==> src/hdl/u8d_pkg.sv <==
package u8d_pkg;

    localparam int QDEPTH = 4;
    localparam int QPTR_W = $clog2(QDEPTH);
    localparam int QCNT_W = QPTR_W + 1;

    localparam logic [20:0] MAX_SCALAR  = 21'h10FFFF;
    localparam logic [20:0] REPLACEMENT = 21'h00FFFD;
    localparam logic [20:0] SURR_LO     = 21'h00D800;
    localparam logic [20:0] SURR_HI     = 21'h00DFFF;

    typedef struct packed {
        logic [7:0] data_byte;
        logic       has_byte;
        logic       end_of_stream;
    } in_t;

    typedef struct packed {
        logic [20:0] code_point;
        logic        is_error;
        logic        truncated;
        logic [2:0]  byte_count;
        logic        last_of_run;
    } out_t;

    // Work for one input transaction: plain errors, then an optional lead
    // result, then truncated errors.
    typedef struct packed {
        logic [2:0]  n_err;
        logic        lead_valid;
        logic [20:0] lead_cp;
        logic        lead_err;
        logic [2:0]  lead_cnt;
        logic [1:0]  n_trunc;
    } desc_t;

endpackage

==> src/hdl/u8d_front.sv <==
module u8d_front
    import u8d_pkg::*;
(
    input  logic  aclk,
    input  logic  aresetn,
    input  logic  s_valid,
    output logic  s_ready,
    input  in_t   s_data,
    output logic  push,
    output desc_t push_desc,
    input  logic  q_ready
);

    logic [1:0]  held_reg, held_next;
    logic [2:0]  seqlen_reg, seqlen_next;
    logic [20:0] partial_reg, partial_next;
    logic        accept;

    assign s_ready = q_ready;
    assign accept  = s_valid && q_ready;

    always_comb begin
        logic [7:0]  b;
        logic        do_lead;
        logic        ok;
        logic [2:0]  h;
        logic [20:0] pv;
        logic [2:0]  total;

        b            = s_data.data_byte;
        do_lead      = 1'b0;
        ok           = 1'b0;
        h            = {1'b0, held_reg} + 3'd1;
        pv           = {partial_reg[14:0], b[5:0]};
        held_next    = held_reg;
        seqlen_next  = seqlen_reg;
        partial_next = partial_reg;
        push_desc    = '0;
        push_desc.lead_cp = REPLACEMENT;

        if (s_data.has_byte) begin
            if (held_reg != 2'd0) begin
                if (b[7:6] == 2'b10) begin
                    if (h >= seqlen_reg) begin
                        case (seqlen_reg)
                            3'd2: ok = (pv > 21'h7F);
                            3'd3: ok = (pv > 21'h7FF) && !(pv >= SURR_LO && pv <= SURR_HI);
                            default: ok = (pv > 21'hFFFF) && (pv <= MAX_SCALAR);
                        endcase
                        if (ok) begin
                            push_desc.lead_valid = 1'b1;
                            push_desc.lead_cp    = pv;
                            push_desc.lead_cnt   = seqlen_reg;
                        end else begin
                            push_desc.n_err = h;
                        end
                        held_next    = 2'd0;
                        seqlen_next  = 3'd0;
                        partial_next = '0;
                    end else begin
                        held_next    = h[1:0];
                        partial_next = pv;
                    end
                end else begin
                    // missing continuation: flush held bytes, re-decode this one
                    push_desc.n_err = {1'b0, held_reg};
                    held_next    = 2'd0;
                    seqlen_next  = 3'd0;
                    partial_next = '0;
                    do_lead      = 1'b1;
                end
            end else begin
                do_lead = 1'b1;
            end
        end

        if (do_lead) begin
            case (b) inside
                [8'h00:8'h7F]: begin
                    push_desc.lead_valid = 1'b1;
                    push_desc.lead_cp    = {13'd0, b};
                    push_desc.lead_cnt   = 3'd1;
                end
                [8'hC0:8'hDF]: begin
                    held_next    = 2'd1;
                    seqlen_next  = 3'd2;
                    partial_next = {16'd0, b[4:0]};
                end
                [8'hE0:8'hEF]: begin
                    held_next    = 2'd1;
                    seqlen_next  = 3'd3;
                    partial_next = {17'd0, b[3:0]};
                end
                [8'hF0:8'hF7]: begin
                    held_next    = 2'd1;
                    seqlen_next  = 3'd4;
                    partial_next = {18'd0, b[2:0]};
                end
                default: begin
                    push_desc.lead_valid = 1'b1;
                    push_desc.lead_err   = 1'b1;
                    push_desc.lead_cnt   = 3'd1;
                end
            endcase
        end

        if (s_data.end_of_stream) begin
            push_desc.n_trunc = held_next;
            held_next    = 2'd0;
            seqlen_next  = 3'd0;
            partial_next = '0;
        end

        total = push_desc.n_err + {2'd0, push_desc.lead_valid} + {1'b0, push_desc.n_trunc};
        push  = accept && (total != 3'd0);
    end

    always_ff @(posedge aclk) begin
        if (!aresetn) begin
            held_reg    <= 2'd0;
            seqlen_reg  <= 3'd0;
            partial_reg <= '0;
        end else if (accept) begin
            held_reg    <= held_next;
            seqlen_reg  <= seqlen_next;
            partial_reg <= partial_next;
        end
    end

endmodule

==> src/hdl/u8d_queue.sv <==
module u8d_queue
    import u8d_pkg::*;
(
    input  logic  aclk,
    input  logic  aresetn,
    input  logic  push,
    input  desc_t push_desc,
    output logic  q_ready,
    output logic  q_valid,
    output desc_t q_desc,
    input  logic  pop
);

    desc_t              mem_reg [QDEPTH];
    logic [QPTR_W-1:0]  wr_ptr_reg, wr_ptr_next;
    logic [QPTR_W-1:0]  rd_ptr_reg, rd_ptr_next;
    logic [QCNT_W-1:0]  cnt_reg, cnt_next;
    logic               do_push, do_pop;

    assign q_ready = (cnt_reg != QCNT_W'(QDEPTH));
    assign q_valid = (cnt_reg != '0);
    assign q_desc  = mem_reg[rd_ptr_reg];
    assign do_push = push && q_ready;
    assign do_pop  = pop && q_valid;

    always_comb begin
        wr_ptr_next = do_push ? wr_ptr_reg + 1'b1 : wr_ptr_reg;
        rd_ptr_next = do_pop ? rd_ptr_reg + 1'b1 : rd_ptr_reg;
        cnt_next    = cnt_reg;
        if (do_push && !do_pop) begin
            cnt_next = cnt_reg + 1'b1;
        end else if (do_pop && !do_push) begin
            cnt_next = cnt_reg - 1'b1;
        end
    end

    always_ff @(posedge aclk) begin
        if (do_push) begin
            mem_reg[wr_ptr_reg] <= push_desc;
        end
    end

    always_ff @(posedge aclk) begin
        if (!aresetn) begin
            wr_ptr_reg <= '0;
            rd_ptr_reg <= '0;
            cnt_reg    <= '0;
        end else begin
            wr_ptr_reg <= wr_ptr_next;
            rd_ptr_reg <= rd_ptr_next;
            cnt_reg    <= cnt_next;
        end
    end

endmodule

==> src/hdl/u8d_back.sv <==
module u8d_back
    import u8d_pkg::*;
(
    input  logic  aclk,
    input  logic  aresetn,
    input  logic  q_valid,
    input  desc_t q_desc,
    output logic  pop,
    output logic  m_valid,
    input  logic  m_ready,
    output out_t  m_data
);

    logic [1:0] k_reg, k_next;
    logic       m_valid_reg, m_valid_next;
    out_t       m_data_reg, m_data_next;
    logic       load;
    logic       last;
    logic [2:0] k3;
    logic [2:0] total;
    out_t       res;

    assign load    = q_valid && (!m_valid_reg || m_ready);
    assign k3      = {1'b0, k_reg};
    assign total   = q_desc.n_err + {2'd0, q_desc.lead_valid} + {1'b0, q_desc.n_trunc};
    assign last    = (k3 + 3'd1 == total);
    assign pop     = load && last;
    assign m_valid = m_valid_reg;
    assign m_data  = m_data_reg;

    always_comb begin
        res            = '0;
        res.code_point = REPLACEMENT;
        res.is_error   = 1'b1;
        res.byte_count = 3'd1;
        res.last_of_run = last;
        if (k3 < q_desc.n_err) begin
            res.truncated = 1'b0;
        end else if (q_desc.lead_valid && k3 == q_desc.n_err) begin
            res.code_point = q_desc.lead_cp;
            res.is_error   = q_desc.lead_err;
            res.byte_count = q_desc.lead_cnt;
        end else begin
            res.truncated = 1'b1;
        end
    end

    always_comb begin
        k_next       = k_reg;
        m_valid_next = m_valid_reg;
        m_data_next  = m_data_reg;
        if (load) begin
            m_valid_next = 1'b1;
            m_data_next  = res;
            k_next       = last ? 2'd0 : k_reg + 2'd1;
        end else if (m_ready) begin
            m_valid_next = 1'b0;
        end
    end

    always_ff @(posedge aclk) begin
        m_data_reg <= m_data_next;
    end

    always_ff @(posedge aclk) begin
        if (!aresetn) begin
            k_reg       <= 2'd0;
            m_valid_reg <= 1'b0;
        end else begin
            k_reg       <= k_next;
            m_valid_reg <= m_valid_next;
        end
    end

endmodule

==> src/hdl/utf8_stream_decoder.sv <==
// Channel   Ports                        Payload
// input     s_valid, s_ready, s_data     in_t  : data_byte, has_byte, end_of_stream
// result    m_valid, m_ready, m_data     out_t : code_point, is_error, truncated,
//                                                byte_count, last_of_run
//
// One input byte is taken per cycle while the 4-entry descriptor queue has room.
// Each result goes through the output register, which stalls on m_ready; a transaction that
// yields n results holds its queue entry until the n-th result is loaded.
// aresetn is synchronous, active low: clears the held sequence, queue and output valid.
// The input stalls only when the queue is full; the output register stalls on m_ready.
module utf8_stream_decoder
    import u8d_pkg::*;
(
    input  logic aclk,
    input  logic aresetn,
    input  logic s_valid,
    output logic s_ready,
    input  in_t  s_data,
    output logic m_valid,
    input  logic m_ready,
    output out_t m_data
);

    logic  push, q_ready, q_valid, pop;
    desc_t push_desc, q_desc;

    u8d_front u_front (
        .aclk      (aclk),
        .aresetn   (aresetn),
        .s_valid   (s_valid),
        .s_ready   (s_ready),
        .s_data    (s_data),
        .push      (push),
        .push_desc (push_desc),
        .q_ready   (q_ready)
    );

    u8d_queue u_queue (
        .aclk      (aclk),
        .aresetn   (aresetn),
        .push      (push),
        .push_desc (push_desc),
        .q_ready   (q_ready),
        .q_valid   (q_valid),
        .q_desc    (q_desc),
        .pop       (pop)
    );

    u8d_back u_back (
        .aclk    (aclk),
        .aresetn (aresetn),
        .q_valid (q_valid),
        .q_desc  (q_desc),
        .pop     (pop),
        .m_valid (m_valid),
        .m_ready (m_ready),
        .m_data  (m_data)
    );

endmodule

==> config.mk <==
export PLATFORM = sky130hd
export DESIGN_NAME = utf8_stream_decoder
export DESIGN_NICKNAME = d
export VERILOG_FILES = /design/src/hdl/u8d_pkg.sv /design/src/hdl/u8d_front.sv /design/src/hdl/u8d_queue.sv /design/src/hdl/u8d_back.sv /design/src/hdl/utf8_stream_decoder.sv
export SDC_FILE = /design/constraint.sdc
export NUM_CORES = 1
export LEC_CHECK = 0
export ABC_AREA = 1
export BUFFER_PORTS_ARGS = -buffer_cell sky130_fd_sc_hd__buf_2
export CAP_MARGIN = 20
export CORE_ASPECT_RATIO = 2
export CORE_MARGIN = 5
export CORE_UTILIZATION = 45
export DETAILED_ROUTE_END_ITERATION = 16
export MAX_ROUTING_LAYER = met4
export PLACE_DENSITY = 0.67
export SKIP_LAST_GASP = 1
export SLEW_MARGIN = 10
export SYNTH_ARGS = -nofsm -noshare
export SYNTH_HDL_FRONTEND = slang
export SYNTH_HIERARCHICAL = 1
export SYNTH_SLANG_ARGS = --single-unit
==> constraint.sdc <==
create_clock -name aclk -period 5.7 [get_ports aclk]
set_clock_uncertainty 0.1 [all_clocks]
set_input_delay 0.57 -clock aclk [delete_from_list [all_inputs] [get_ports aclk]]
set_output_delay 0.57 -clock aclk [all_outputs]
set_load 0.02 [all_outputs]
**Yosys cells after proc, flatten, opt, wreduce, memory -nomap -nowiden**

Memory sizes are Yosys's and may differ from the RTL's. A register that Yosys moved wholly into a read port is not among the register bits.
Cells that the tools add are included.

- $add $sub $neg: 11
- $lt $le $gt $ge: 16
- Equality and inequality tests: 6
- Muxes and demuxes: 75
- Bitwise gates (word level): 1
- Reduce and logical (&&, ||, !) cells: 27

Operators with widths:

| cell | number |
|---|---|
| $mux W21 | 11 |
| $mux W25 | 3 |
| $mux W3 | 23 |
| $mux W22 | 2 |
| $mux W2 | 14 |
| $mux W26 | 1 |
| $ge A8 B8 Y1 const B | 3 |
| $le A8 B8 Y1 const B | 3 |
| $ge A21 B16 Y1 const B | 1 |
| $gt A21 B11 Y1 const B | 1 |
| $gt A21 B16 Y1 const B | 1 |
| $gt A21 B7 Y1 const B | 1 |
| $le A21 B16 Y1 const B | 1 |
| $le A21 B21 Y1 const B | 1 |
| $mux W1 | 20 |
| $logic_and A1 B1 Y1 | 16 |
| $ge A8 B1 Y1 const B | 1 |
| $le A8 B7 Y1 const B | 1 |
| $add A2 B1 Y2 const B | 3 |
| $add A2 B1 Y3 const B | 2 |
| $add A3 B1 Y3 | 2 |
| $add A3 B2 Y3 | 2 |
| $eq A3 B2 Y1 const B | 2 |
| $reduce_bool A2 Y1 | 3 |
| other kinds (14) | 18 |

- Bits in registers: 63
- RAM bits: 124
- Logic and storage cells: 150
- Memories kept: 1

Memories:

| memory | words | width | read ports | clocked after Yosys merged registers in | write ports | RTL line | source |
|---|---|---|---|---|---|---|---|
| u_queue.mem_reg | 4 | 31 | 1 | 1 | 1 | u8d_queue.sv:14 | `desc_t mem_reg [QDEPTH];` |

**Longest topological paths before layout**

Gate-level depths: netlist (run 1).

- Depth in word-level cells: 28
- Mapped depth: 29

**Modules after synthesis**

Netlist (run 1), hierarchy kept.

Modules (own cells, without submodules):

| module | times used | cells an instance | area each (um^2) |
|---|---|---|---|
| u8d_queue | 1 | 368 | 5158.7 |
| u8d_front | 1 | 264 | 1609.0 |
| u8d_back | 1 | 124 | 1380.1 |

**Worst setup path after synthesis (run 1)**

OpenSTA, ideal clock, no wires.

- Path kind: register -> register
- Start point: register u_front.held_reg[0]
- End point: memory u_queue/mem_reg[1][0] (netlist name) (enable)
- Arrival: 4.504 ns
- Setup slack: 0.677 ns
- Cell stages (with the launch flop): 21
- Path through: dfxtp_1 -> inv_1 -> ha_1 -> ha_1 -> nand3_1 -> nand3_1 -> nand3_1 -> inv_1 -> nand4_1 -> buf_2 -> nand2_1 -> inv_1 -> fa_1 -> fa_1 -> nand2_1 -> inv_1 -> nand2_1 -> nor2_1 -> nor2_1 -> nand2_4 -> nor2_1

RTL lines:

| element | RTL line | source |
|---|---|---|
| from (decl) | u8d_front.sv:14 | `logic [1:0] held_reg, held_next;` |
| from (signal assigned) | u8d_front.sv:124 | `held_reg <= held_next;` |
| to (decl) | u8d_queue.sv:14 |  |

**Final worst setup path (run 1)**

- Start point: register u_front.held_reg[0]
- End point: register u_queue.cnt_reg[2]

- Word-level cells in the longest chain between the ends: 19
- Elaborated cells on any way between the ends: 36

Ends and longest elaborated chain:

| element | RTL line | source |
|---|---|---|
| $add A2 B1 Y3 | u8d_front.sv:33 | `h = {1'b0, held_reg} + 3'd1;` |
| $ge A3 B3 Y1 | u8d_front.sv:44 | `if (h >= seqlen_reg) begin` |
| $mux W25 / $mux W2 (equally long branches) | u8d_front.sv:44 |  |
| $mux W22 / $mux W2 (equally long branches) | u8d_front.sv:43 | `if (b[7:6] == 2'b10) begin` |
| $mux W25 / $mux W2 (equally long branches) | u8d_front.sv:42 | `if (held_reg != 2'd0) begin` |
| $mux W25 / $mux W2 (equally long branches) | u8d_front.sv:41 | `if (s_data.has_byte) begin` |
| $mux W1 / $mux W2 (equally long branches) (4 in a row) | u8d_front.sv:78 | `case (b) inside` |
| $mux W26 / $mux W2 (equally long branches) | u8d_front.sv:77 | `if (do_lead) begin` |
| [2 not listed] | n/a |  |
| $reduce_bool A3 Y1 * | u8d_front.sv:115 | `push = accept && (total != 3'd0);` |
| $logic_and A1 B1 Y1 * | u8d_front.sv:115 |  |
| via push | utf8_stream_decoder.sv:24 | `logic push, q_ready, q_valid, pop;` |
| $logic_and A1 B1 Y1 * | u8d_queue.sv:23 | `assign do_push = push && q_ready;` |
| via u_queue.do_push | u8d_queue.sv:18 | `logic do_push, do_pop;` |
| $logic_not A1 Y1 | u8d_queue.sv:32 | `end else if (do_pop && !do_push) begin` |
| $logic_and A1 B1 Y1 | u8d_queue.sv:32 |  |
| $reduce_bool A2 Y1 (no line) | n/a |  |
| to (signal assigned) | u8d_queue.sv:51 | `cnt_reg <= cnt_next;` |
| to (decl) | u8d_queue.sv:17 | `logic [QCNT_W-1:0] cnt_reg, cnt_next;` |

The timed path passes the listed nets; every way through them passes the cells marked *.
A chain may end at the register's enable or synchronous reset.

==> results of run 1 <==
worst register-to-register path: cells and delay by family (launching register included):
family,cells,cell delay [ns]
fa+ha+maj,6,2.08
simple gates,15,1.42
compound gates,1,0.27
flops,1,0.41
buf+inv,5,0.34
power groups by stage:
stage,Sequential [mW],Combinational [mW],Clock (mW)
2_1_floorplan,1.72,0.440,0
3_3_place_gp,1.67,0.617,0
3_5_place_dp,1.67,0.630,0
4_1_cts,1.64,0.633,1.16
5_1_grt,1.65,0.734,1.21
6_report,1.64,0.651,1.14
through the flow:
step           setup WS [ns]  total power [mW]  hold WS [ns]  instance area, sq um
3_3_place_gp            1.07              2.29         0.372                  8460
4_1_cts                0.983              3.44         0.306                  9040
2_1_floorplan          0.677              2.16         0.353                  8150
5_1_grt                0.593              3.60         0.321                  9070
3_5_place_dp            1.01              2.31         0.373                  8460
6_report               0.951              3.42         0.325                  9070
area by class of cell:
class                           instances  share of cell area [%]
Timing Repair Buffer                   50                    3.20
Clock inverter                         14                    1.72
Tap cell                              213                    2.94
Multi-Input combinational cell        459                    26.7
Clock buffer                           18                    4.73
Inverter                               86                    3.64
Sequential cell                       183                    57.1
cells in the final DEF, fill, tap and decap left out, types with 2 or more instances in the layout:
cell type	netlist	routed
inv_1	78	78
nand2_2	14	14
edfxtp_1	151	151
nand2_1	105	105
buf_2	8	42
o22ai_1	31	31
or2_2	7	7
inv_2	7	7
ha_1	13	13
buf_4	5	7
nand3_1	27	27
fa_1	5	5
o21ai_1	62	62
nor2_1	116	112
nor3_1	3	3
o21ai_0	13	13
nand4_1	3	3
inv_8	1	6
nor2_2	2	6
clkinv_8	0	3
a21oi_1	21	21
or2_1	12	12
nor2_4	4	4
inv_6	0	2
clkinv_4	0	3
a21oi_2	10	10
nand2_4	5	5
o21bai_4	2	2
clkbuf_16	0	17
dfxtp_1	32	31
kinds of logic after synthesis:
family                     after synthesis  share of synthesized area (%)
and+or+nand+nor                        299                           16.3
DFF                                    183                           63.5
AOI/OAI and AO/OA                      141                           9.98
buffers and inverters                  114                           6.90
adders and majority gates               18                           3.22
xor gates and xnor gates                 1                          0.108
routing by layer:
layer	vias up	part of all wire, %
met5	-	0
met4	0	2.2
met3	27	3.7
met2	150	54
met1	2571	40
li1	2638	-
final timing paths:
| path | endpoint | start |
|---|---|---|
| setup / recovery | u_queue/cnt_reg[2] | u_front/held_reg[0] |
| hold / removal | u_front/partial_reg[4] | s_data[6] |
| setup reg to reg | u_queue/cnt_reg[2] | u_front/held_reg[0] |
| hold reg to reg | u_front/partial_reg[11] | u_front/partial_reg[11] |
==> flow_metrics.tcl, run 1 <==
set metrics [dict create \
    status "completed" \
    seq_area_sq_um 5180 \
    async_flop_share_pct 0 \
    p_sw_mw 1.04 \
    cts_made_buffers 17 \
    synth_top_area_cell "edfxtp_1" \
    ir_drop_uv 189 \
    multi_input_area_sq_um 2420 \
    clkLatencyLatePin_ns 0.43 \
    avgRoutedWirePerCell_um 15.6 \
    synthTopCellsByArea "edfxtp_1, dfxtp_1, nor2_1, nand2_1, o21ai_1" \
    cap_violations 0 \
    antenna_left 0 \
    cp_common_cell "nand2_1" \
    antenna_found_initial 0 \
    finalSetupViolations 0 \
    port_buffers 42 \
    synthFlopType "edfxtp_1" \
    internal_power_mw 2.39 \
    r2r_slack_ns 0.95 \
    p_seq_share_pct 47.8 \
    firstDrtPassIters 5 \
    r2r_cells 27 \
    routabilityCongestion 0.868 \
    finish.utilization_pct 51.0 \
    post-route-period-util_pct 83.3 \
    synth_seq_cells 183 \
    max_slew_margin_pct 37.7 \
    synth.avg_cell_area_sq_um 10.8 \
    cts-root-buf "clkbuf_16" \
    netlist.area_leader.share_pct 55.7 \
    worstMarginPinSlew_ns 0.933 \
    crit_required_ns 5.92 \
    combPwrFrac_pct 19.0 \
    io_pins 43 \
    yosysMostFrequentCell "edfxtp_1" \
    synth_edf_count 151 \
    instances_no_fill 1023 \
    slowest_stage "fa_1" \
    whs_path_depth 3 \
    rows 69 \
    drt-initial-drc-count 294 \
    rsz0062_at_grt "no" \
    fp.dieH_um 200 \
    cts.sinks 183 \
    hp-class "input pin to flip-flop" \
    fillers 1562 \
    worstPathMaxFanout 6 \
    leakagePower_nw 3.23 \
    initial_core_util_pct 45.8 \
    synth-seq-area-share_pct 63.5 \
    p_per_area_nw_per_um2 378 \
    dp.cells 990 \
    overflow 0 \
    drc 0 \
    finalSetupTns_ns 0 \
    hpwl_um 10400 \
    grtUsageMet3_pct 3.03 \
    grt_usage_pct 15.9 \
    dieArea_sq_um 21100 \
    critPathBufInv 5 \
    post_synth_num_cell_types 32 \
    yosys_warnings 6 \
    clockPowerShare_pct 33.2 \
    slowest_delay_ns 0.46 \
    grtUsageMet2_pct 28.0 \
    netlist_instances 756 \
    die_w_um 105 \
    synthesis.area_sq_um 8150 \
    criticalPathCategory "flip-flop to flip-flop" \
    design.core.area_sq_um 17800 \
    met1_usage_pct 17.5 \
    final-max-slew-violation-count 0 \
    crit_family "adder cells" \
    post_cts_buffers 0 \
    postRouteWirelength_um 15900 \
    grt.busiest_layer "met2" \
    clk_path_buf_depth 2 \
    post_cts_resized 0 \
    vias 5386 \
    end_kind "flip-flop" \
    finalHoldViolations 0 \
    max_freq_mhz 211 \
    fin_crit_ns 4.75 \
    path_clk_slew_ns 0.07 \
    grt_pass1_vias 5212 \
    cts_tree "built" \
    p_sw_share_pct 30.2 \
    crit_path_start_kind "flip-flop" \
    cp.arrival_ns 4.97 \
    drive_gt1_share_pct 17.0 \
    largest_register_ff_count 124 \
    ctsHtreeMaxLevel 4 \
    yosys-top-cells-count "edfxtp_1, nor2_1, nand2_1, inv_1, o21ai_1" \
    routed_via_density 5.26 \
    holdBufCountCts 0 \
    grt_max_degree 63 \
    nNetsFinal 829 \
    antenna_cells 0 \
    grt_pass1_wl_um 26000 \
    syn_nets 788 \
    syn2layout_area_growth_pct 11.3 \
    path_depth 27 \
]
Power figures use the tool's default switching activity.
==> inputs of run 2 (changes only) <==
--- a/config.mk
+++ b/config.mk
@@ -5,7 +5,7 @@
 export SDC_FILE = /design/constraint.sdc
 export NUM_CORES = 1
 export LEC_CHECK = 0
-export ABC_AREA = 1
+export ABC_AREA = 0
 export BUFFER_PORTS_ARGS = -buffer_cell sky130_fd_sc_hd__buf_2
 export CAP_MARGIN = 20
 export CORE_ASPECT_RATIO = 2
@@ -13,7 +13,7 @@
 export CORE_UTILIZATION = 45
 export DETAILED_ROUTE_END_ITERATION = 16
 export MAX_ROUTING_LAYER = met4
-export PLACE_DENSITY = 0.67
+export PLACE_DENSITY = 0.69
 export SKIP_LAST_GASP = 1
 export SLEW_MARGIN = 10
 export SYNTH_ARGS = -nofsm -noshare
==> constraint.sdc (replaced) <==
create_clock -name aclk -period 3.9 [get_ports aclk]
set_clock_uncertainty 0.1 [all_clocks]
set_input_delay 0.39 -clock aclk [delete_from_list [all_inputs] [get_ports aclk]]
set_output_delay 0.39 -clock aclk [all_outputs]
set_load 0.02 [all_outputs]
==> run 2 against run 1 <==
Compared with the run above:
- the flow now finishes with violations (setup timing)
- sequential cell count unchanged
- cell count shrank 17%
- non-clock buffer count rose by 105
- via count shrank 14%
==> flow_metrics.tcl, run 2 <==
set metrics [dict create \
    rows 67 \
    clockPowerShare_pct 40.8 \
    antenna_left 0 \
    routabilityCongestion 0.897 \
    async_flop_share_pct 0 \
    combPwrFrac_pct 10.7 \
    antenna_found_initial 0 \
    max_slew_margin_pct 57.1 \
    multi_input_area_sq_um 2520 \
    synth_edf_count 151 \
    postRouteWirelength_um 17700 \
    cts_made_buffers 17 \
    final-max-slew-violation-count 0 \
    synth.avg_cell_area_sq_um 16.4 \
    yosys-top-cells-count "edfxtp_1, dfxtp_1, mux4_2, and2_1, nand2b_1" \
    grt_pass1_vias 4926 \
    r2r_slack_ns -0.71 \
    cts.sinks 183 \
    clkLatencyLatePin_ns 0.42 \
    fp.dieH_um 195 \
    vias 4630 \
    cp_common_cell "ha_4" \
    synthTopCellsByArea "edfxtp_1, mux4_2, dfxtp_1, and2_1, ha_1" \
    internal_power_mw 3.58 \
    grt_pass1_wl_um 27200 \
    status "complete, but fails checks" \
    finalPower_mw 4.59 \
    antenna_cells 0 \
    max_freq_mhz 217 \
    grt_usage_pct 18.9 \
    crit_family "adder cells" \
    cts-root-buf "clkbuf_16" \
    finalSetupTns_ns -70.21 \
    end_kind "flip-flop" \
    finish.utilization_pct 60.4 \
    clk_path_buf_depth 2 \
    syn_nets 503 \
    synth_seq_cells 183 \
    holdBufCountCts 0 \
    die_w_um 103 \
    rsz0062_at_grt "yes" \
    largest_register_ff_count 124 \
    critPathBufInv 2 \
    cts_tree "built" \
    setup_ws_ns -0.714 \
    crit_chain "inv_4 -> ha_4 -> ha_4 -> nand2_4 -> o21ai_4 -> nand2_2 -> or2_4 -> o31a_1 -> fa_2 -> fa_1 -> and3_4 -> a21oi_2 -> o31ai_1 -> a21oi_1 -> a21boi_4 -> ha_4 -> inv_2 -> fa_2 -> xor2_1 -> or3_1 -> a21boi_1" \
    dieArea_sq_um 20000 \
    cp.arrival_ns 4.86 \
    finalHoldViolations 0 \
    drc 0 \
    leakagePower_nw 3.59 \
    yosysMostFrequentCell "edfxtp_1" \
    fin_crit_ns 4.61 \
    grt_max_degree 29 \
    finalSetupViolations 129 \
    overflow 0 \
    p_sw_share_pct 21.9 \
    slowest_stage "fa_1" \
    synth-seq-area-share_pct 67.0 \
    fillers 1245 \
    seq_area_sq_um 5180 \
    netlist_instances 471 \
    p_per_area_nw_per_um2 451 \
    port_buffers 42 \
    drt-initial-drc-count 341 \
    avgRoutedWirePerCell_um 20.9 \
    drive_gt1_share_pct 38.8 \
    post_synth_num_cell_types 59 \
    nNetsFinal 658 \
    p_sw_mw 1.01 \
    yosys_warnings 6 \
    hp-class "input pin to flip-flop" \
    synth_top_area_cell "edfxtp_1" \
    routed_via_density 5.47 \
    layout_common_cells "edfxtp_1, buf_4, buf_2, mux4_2, dfxtp_1" \
    p_seq_share_pct 48.5 \
    crit_path_start_kind "flip-flop" \
    worstMarginPinSlew_ns 0.644 \
    ctsHtreeMaxLevel 4 \
    ir_drop_uv 322 \
    synthesis.area_sq_um 7720 \
    netlist.area_leader.share_pct 58.7 \
    post-route-period-util_pct 118 \
    worstPathMaxFanout 4 \
    criticalPathCategory "flip-flop to flip-flop" \
    fin_hold_ws_ns 0.139 \
    initial_core_util_pct 45.8 \
    synthFlopType "edfxtp_1" \
    violations "setup timing" \
    firstDrtPassIters 5 \
    syn2layout_area_growth_pct 31.8 \
    final_common_cell "edfxtp_1" \
    cap_violations 0 \
    slowest_delay_ns 0.46 \
    io_pins 43 \
    crit_required_ns 4.15 \
    path_clk_slew_ns 0.06 \
    design.core.area_sq_um 16800 \
    hpwl_um 11200 \
]
-- run 2: worst paths after layout --
check | start | to | cells after the start
setup reg to reg | u_front/held_reg[0] | u_queue/cnt_reg[2] | 21
hold / removal | s_data[4] | u_front/partial_reg[2] | 2
hold reg to reg | u_queue/wr_ptr_reg[0] | u_queue/wr_ptr_reg[0] | 2
setup / recovery | u_front/held_reg[0] | u_queue/cnt_reg[2] | 21
-- run 2: cell type report --
class	count	share of cell area, %
timing repair buffer	155	14.8
sequential	183	50.9
clock buffer	20	4.49
multi-input combinational	255	24.7
inverter	14	0.541
clock inverter	12	1.96
tap	207	2.55
-- run 2: what timing repair did --
item / 4_1_cts / 5_1_grt
buffers inserted: 8 / 22
pin swaps: 9 / 6
gates resized for setup: 27 / 11
gates cloned: 13 / 0
endpoints found under the hold margin: 0 / 0
setup endpoints to repair: 129 / 129
-- run 2: power groups by stage --
stage          Clock (mW)  Combinational, mW  Sequential [mW]
3_3_place_gp            0              0.426             2.27
2_1_floorplan           0              0.253             2.31
3_5_place_dp            0              0.443             2.27
4_1_cts              1.90              0.481             2.23
6_report             1.87              0.491             2.23
5_1_grt              1.99              0.533             2.24
-- run 2: logic make-up (layout without fill, tap and decap cells) --
kind of cell               after synthesis  in the layout  synth area share (%)
muxes                                   34             34                  9.48
AOI/OAI and AO/OA                       75             75                  7.89
adders and majority gates               18             18                  3.40
xor gates and xnor gates                 8              8                  1.09
DFF                                    183            183                  67.0
buffers and inverters                   33            201                  2.11
and+or+nand+nor                        120            120                  8.98
-- run 2: routing by layer --
metal  vias up  track usage (%)  share of wire (%)
li1       2141                -                  -
met1      2350             19.2                 35
met2       103             33.7                 58
met3        36             3.43                2.8
met4         0             9.44                4.3
met5         -                -                  0
-- run 2: per-stage QoR --
stage | worst slack, ns | cells | instance area [sq um]
2_1_floorplan | -0.713 | 471 | 7800
3_3_place_gp | -0.691 | 772 | 8750
3_5_place_dp | -0.820 | 772 | 8750
4_1_cts | -0.764 | 825 | 9940
5_1_grt | -0.878 | 846 | 10200
6_report | -0.714 | 846 | 10200
==> inputs of run 3 (changes only) <==
--- a/config.mk
+++ b/config.mk
@@ -9,7 +9,6 @@
 export BUFFER_PORTS_ARGS = -buffer_cell sky130_fd_sc_hd__buf_2
 export CAP_MARGIN = 20
 export CORE_ASPECT_RATIO = 2
-export CORE_MARGIN = 5
 export CORE_UTILIZATION = 45
 export DETAILED_ROUTE_END_ITERATION = 16
 export MAX_ROUTING_LAYER = met4
==> run 3 against run 2 <==
Compared with the run above:
- the flow still finishes with violations (setup timing)
- combinational power decreased by 3%
- fmax increased by 0.19%
- largest cell class unchanged
- sequential share of layout area increased by 2.3 points
- via count decreased by 1.4%
- critical path type unchanged
==> flow_metrics.tcl, run 3 (synthesis gave the netlist of run 2 again) <==
set metrics [dict create \
    status "complete, but fails checks" \
    violations "setup timing" \
    pre_cts_ws_ns -0.842 \
    clk_path_buf_depth 2 \
    finalHoldViolations 0 \
    cts.sinks 183 \
    overflow 0 \
    die_w_um 94.6 \
    r2r_start "u_front/held_reg[0]" \
    final-max-slew-violation-count 0 \
    cts_made_buffers 17 \
    worstMarginPinSlew_ns 0.645 \
    routed_via_density 5.61 \
    hp-class "input pin to flip-flop" \
    rsz0062_at_grt "yes" \
    grt_pass1_wl_um 27300 \
    avgRoutedWirePerCell_um 21.4 \
    fin_crit_ns 4.61 \
    port_buffers 42 \
    fillers 1301 \
    fp.dieH_um 187 \
    drt-initial-drc-count 280 \
    cp.arrival_ns 4.87 \
    routabilityCongestion 0.912 \
    initial_core_util_pct 46.0 \
    stdcell_area_sq_um 9740 \
    ir_drop_uv 311 \
    setup_ws_ns -0.705 \
    max_freq_mhz 217 \
    hp-start "s_data[4]" \
    largest_register_ff_count 124 \
    io_pins 43 \
    instances_no_fill 814 \
    p_per_area_nw_per_um2 456 \
    grt_pass1_vias 4999 \
    dp.cells 764 \
    leakagePower_nw 3.36 \
    drc 0 \
    criticalPathCategory "flip-flop to flip-flop" \
    clkLatencyLatePin_ns 0.44 \
    drive_gt1_share_pct 35.6 \
    nNetsFinal 626 \
    startpoint "u_front/held_reg[0]" \
    worstPathMaxFanout 4 \
    finish.utilization_pct 58.1 \
    path_clk_slew_ns 0.07 \
    finalSetupViolations 129 \
    ctsHtreeMaxLevel 4 \
    cap_violations 0 \
    antenna_found_initial 0 \
    crit_required_ns 4.17 \
    end_kind "flip-flop" \
    postRouteWirelength_um 17400 \
    post-route-period-util_pct 118 \
    crit_path_start_kind "flip-flop" \
    syn2layout_area_growth_pct 26.2 \
    design.core.area_sq_um 16800 \
    cts_tree "built" \
    vias 4566 \
    antenna_left 0 \
    dieArea_sq_um 17700 \
    max_slew_margin_pct 56.6 \
    finalSetupTns_ns -71.78 \
    antenna_cells 0 \
    grt_max_degree 29 \
    cts-root-buf "clkbuf_16" \
    layout_common_cells "edfxtp_1, buf_4, buf_2, mux4_2, dfxtp_1" \
    post_dp_cell_area_sq_um 8690 \
    firstDrtPassIters 4 \
    rows 67 \
    hpwl_um 11000 \
    grt_usage_pct 22.1 \
    final_common_cell "edfxtp_1" \
]
## run 3: cell count changes in the layout (fill, tap and decap cells not counted), moves of 2 or more
cell	change
buf_6	-9
bufinv_16	-3
buf_16	-3
buf_4	-19
inv_6	+3
inv_8	+2
buf_8	+3
buf_12	-5
clkinv_4	+2
clkbuf_8	-2
## run 3: area by class of cell
| class | count | area [sq um] | share of cell area [%] |
|---|---|---|---|
| inverters | 14 | 52.6 | 0.539 |
| repair buffers | 123 | 1160 | 11.9 |
| clock buffers | 17 | 425 | 4.37 |
| multi-input cells | 255 | 2500 | 25.6 |
| clock inverters | 15 | 168 | 1.72 |
| flip-flops and latches | 183 | 5180 | 53.2 |
| well taps | 207 | 259 | 2.66 |
## run 3: worst paths after layout
path,slack (ns),cells past startpoint,endpoint
setup / recovery,-0.71,21,u_queue/cnt_reg[2]
hold / removal,0.11,2,u_front/partial_reg[2]
setup reg to reg,-0.71,21,u_queue/cnt_reg[2]
hold reg to reg,0.40,2,u_front/seqlen_reg[1]
## run 3: power breakdown
part	internal (mW)	switching (mW)	total [mW]
sequential	2.19	0.0347	2.23
clock	0.960	0.775	1.74
combinational	0.203	0.274	0.477
total	3.36	1.08	4.44
## run 3: repair_timing
item	4_1_cts	5_1_grt
buffers inserted	7	0
hold buffers	0	0
pin swaps	9	0
setup endpoints to repair	129	129
resized for setup	27	0
cloned	11	0
## run 3: through the flow
step           power, mW  hold WS (ns)
2_1_floorplan       2.56         0.366
3_3_place_gp        2.69         0.376
3_5_place_dp        2.71         0.396
4_1_cts             4.46        0.0972
5_1_grt             4.58         0.115
6_report            4.44         0.114
## run 3: critical path, cell delays in order, from the launching register on
cell,delay (ns)
dfxtp_4,0.37
inv_2,0.04
ha_4,0.24
ha_4,0.27
nand2_4,0.06
o21ai_4,0.16
nand2_2,0.08
or2_4,0.26
o31a_1,0.26
fa_2,0.34
fa_1,0.46
and3_4,0.20
a21oi_2,0.13
o31ai_1,0.08
a21oi_1,0.14
a21boi_4,0.23
ha_4,0.16
inv_2,0.03
fa_2,0.32
xor2_1,0.16
or3_1,0.31
a21boi_1,0.14
## run 3: metal layers
layer	part of all wire, %	up-vias	global-route usage, %
met4	5.6	0	14.0
met5	0	-	-
met3	2.9	42	3.98
met1	34	2332	21.0
met2	58	116	39.4
li1	-	2076	-
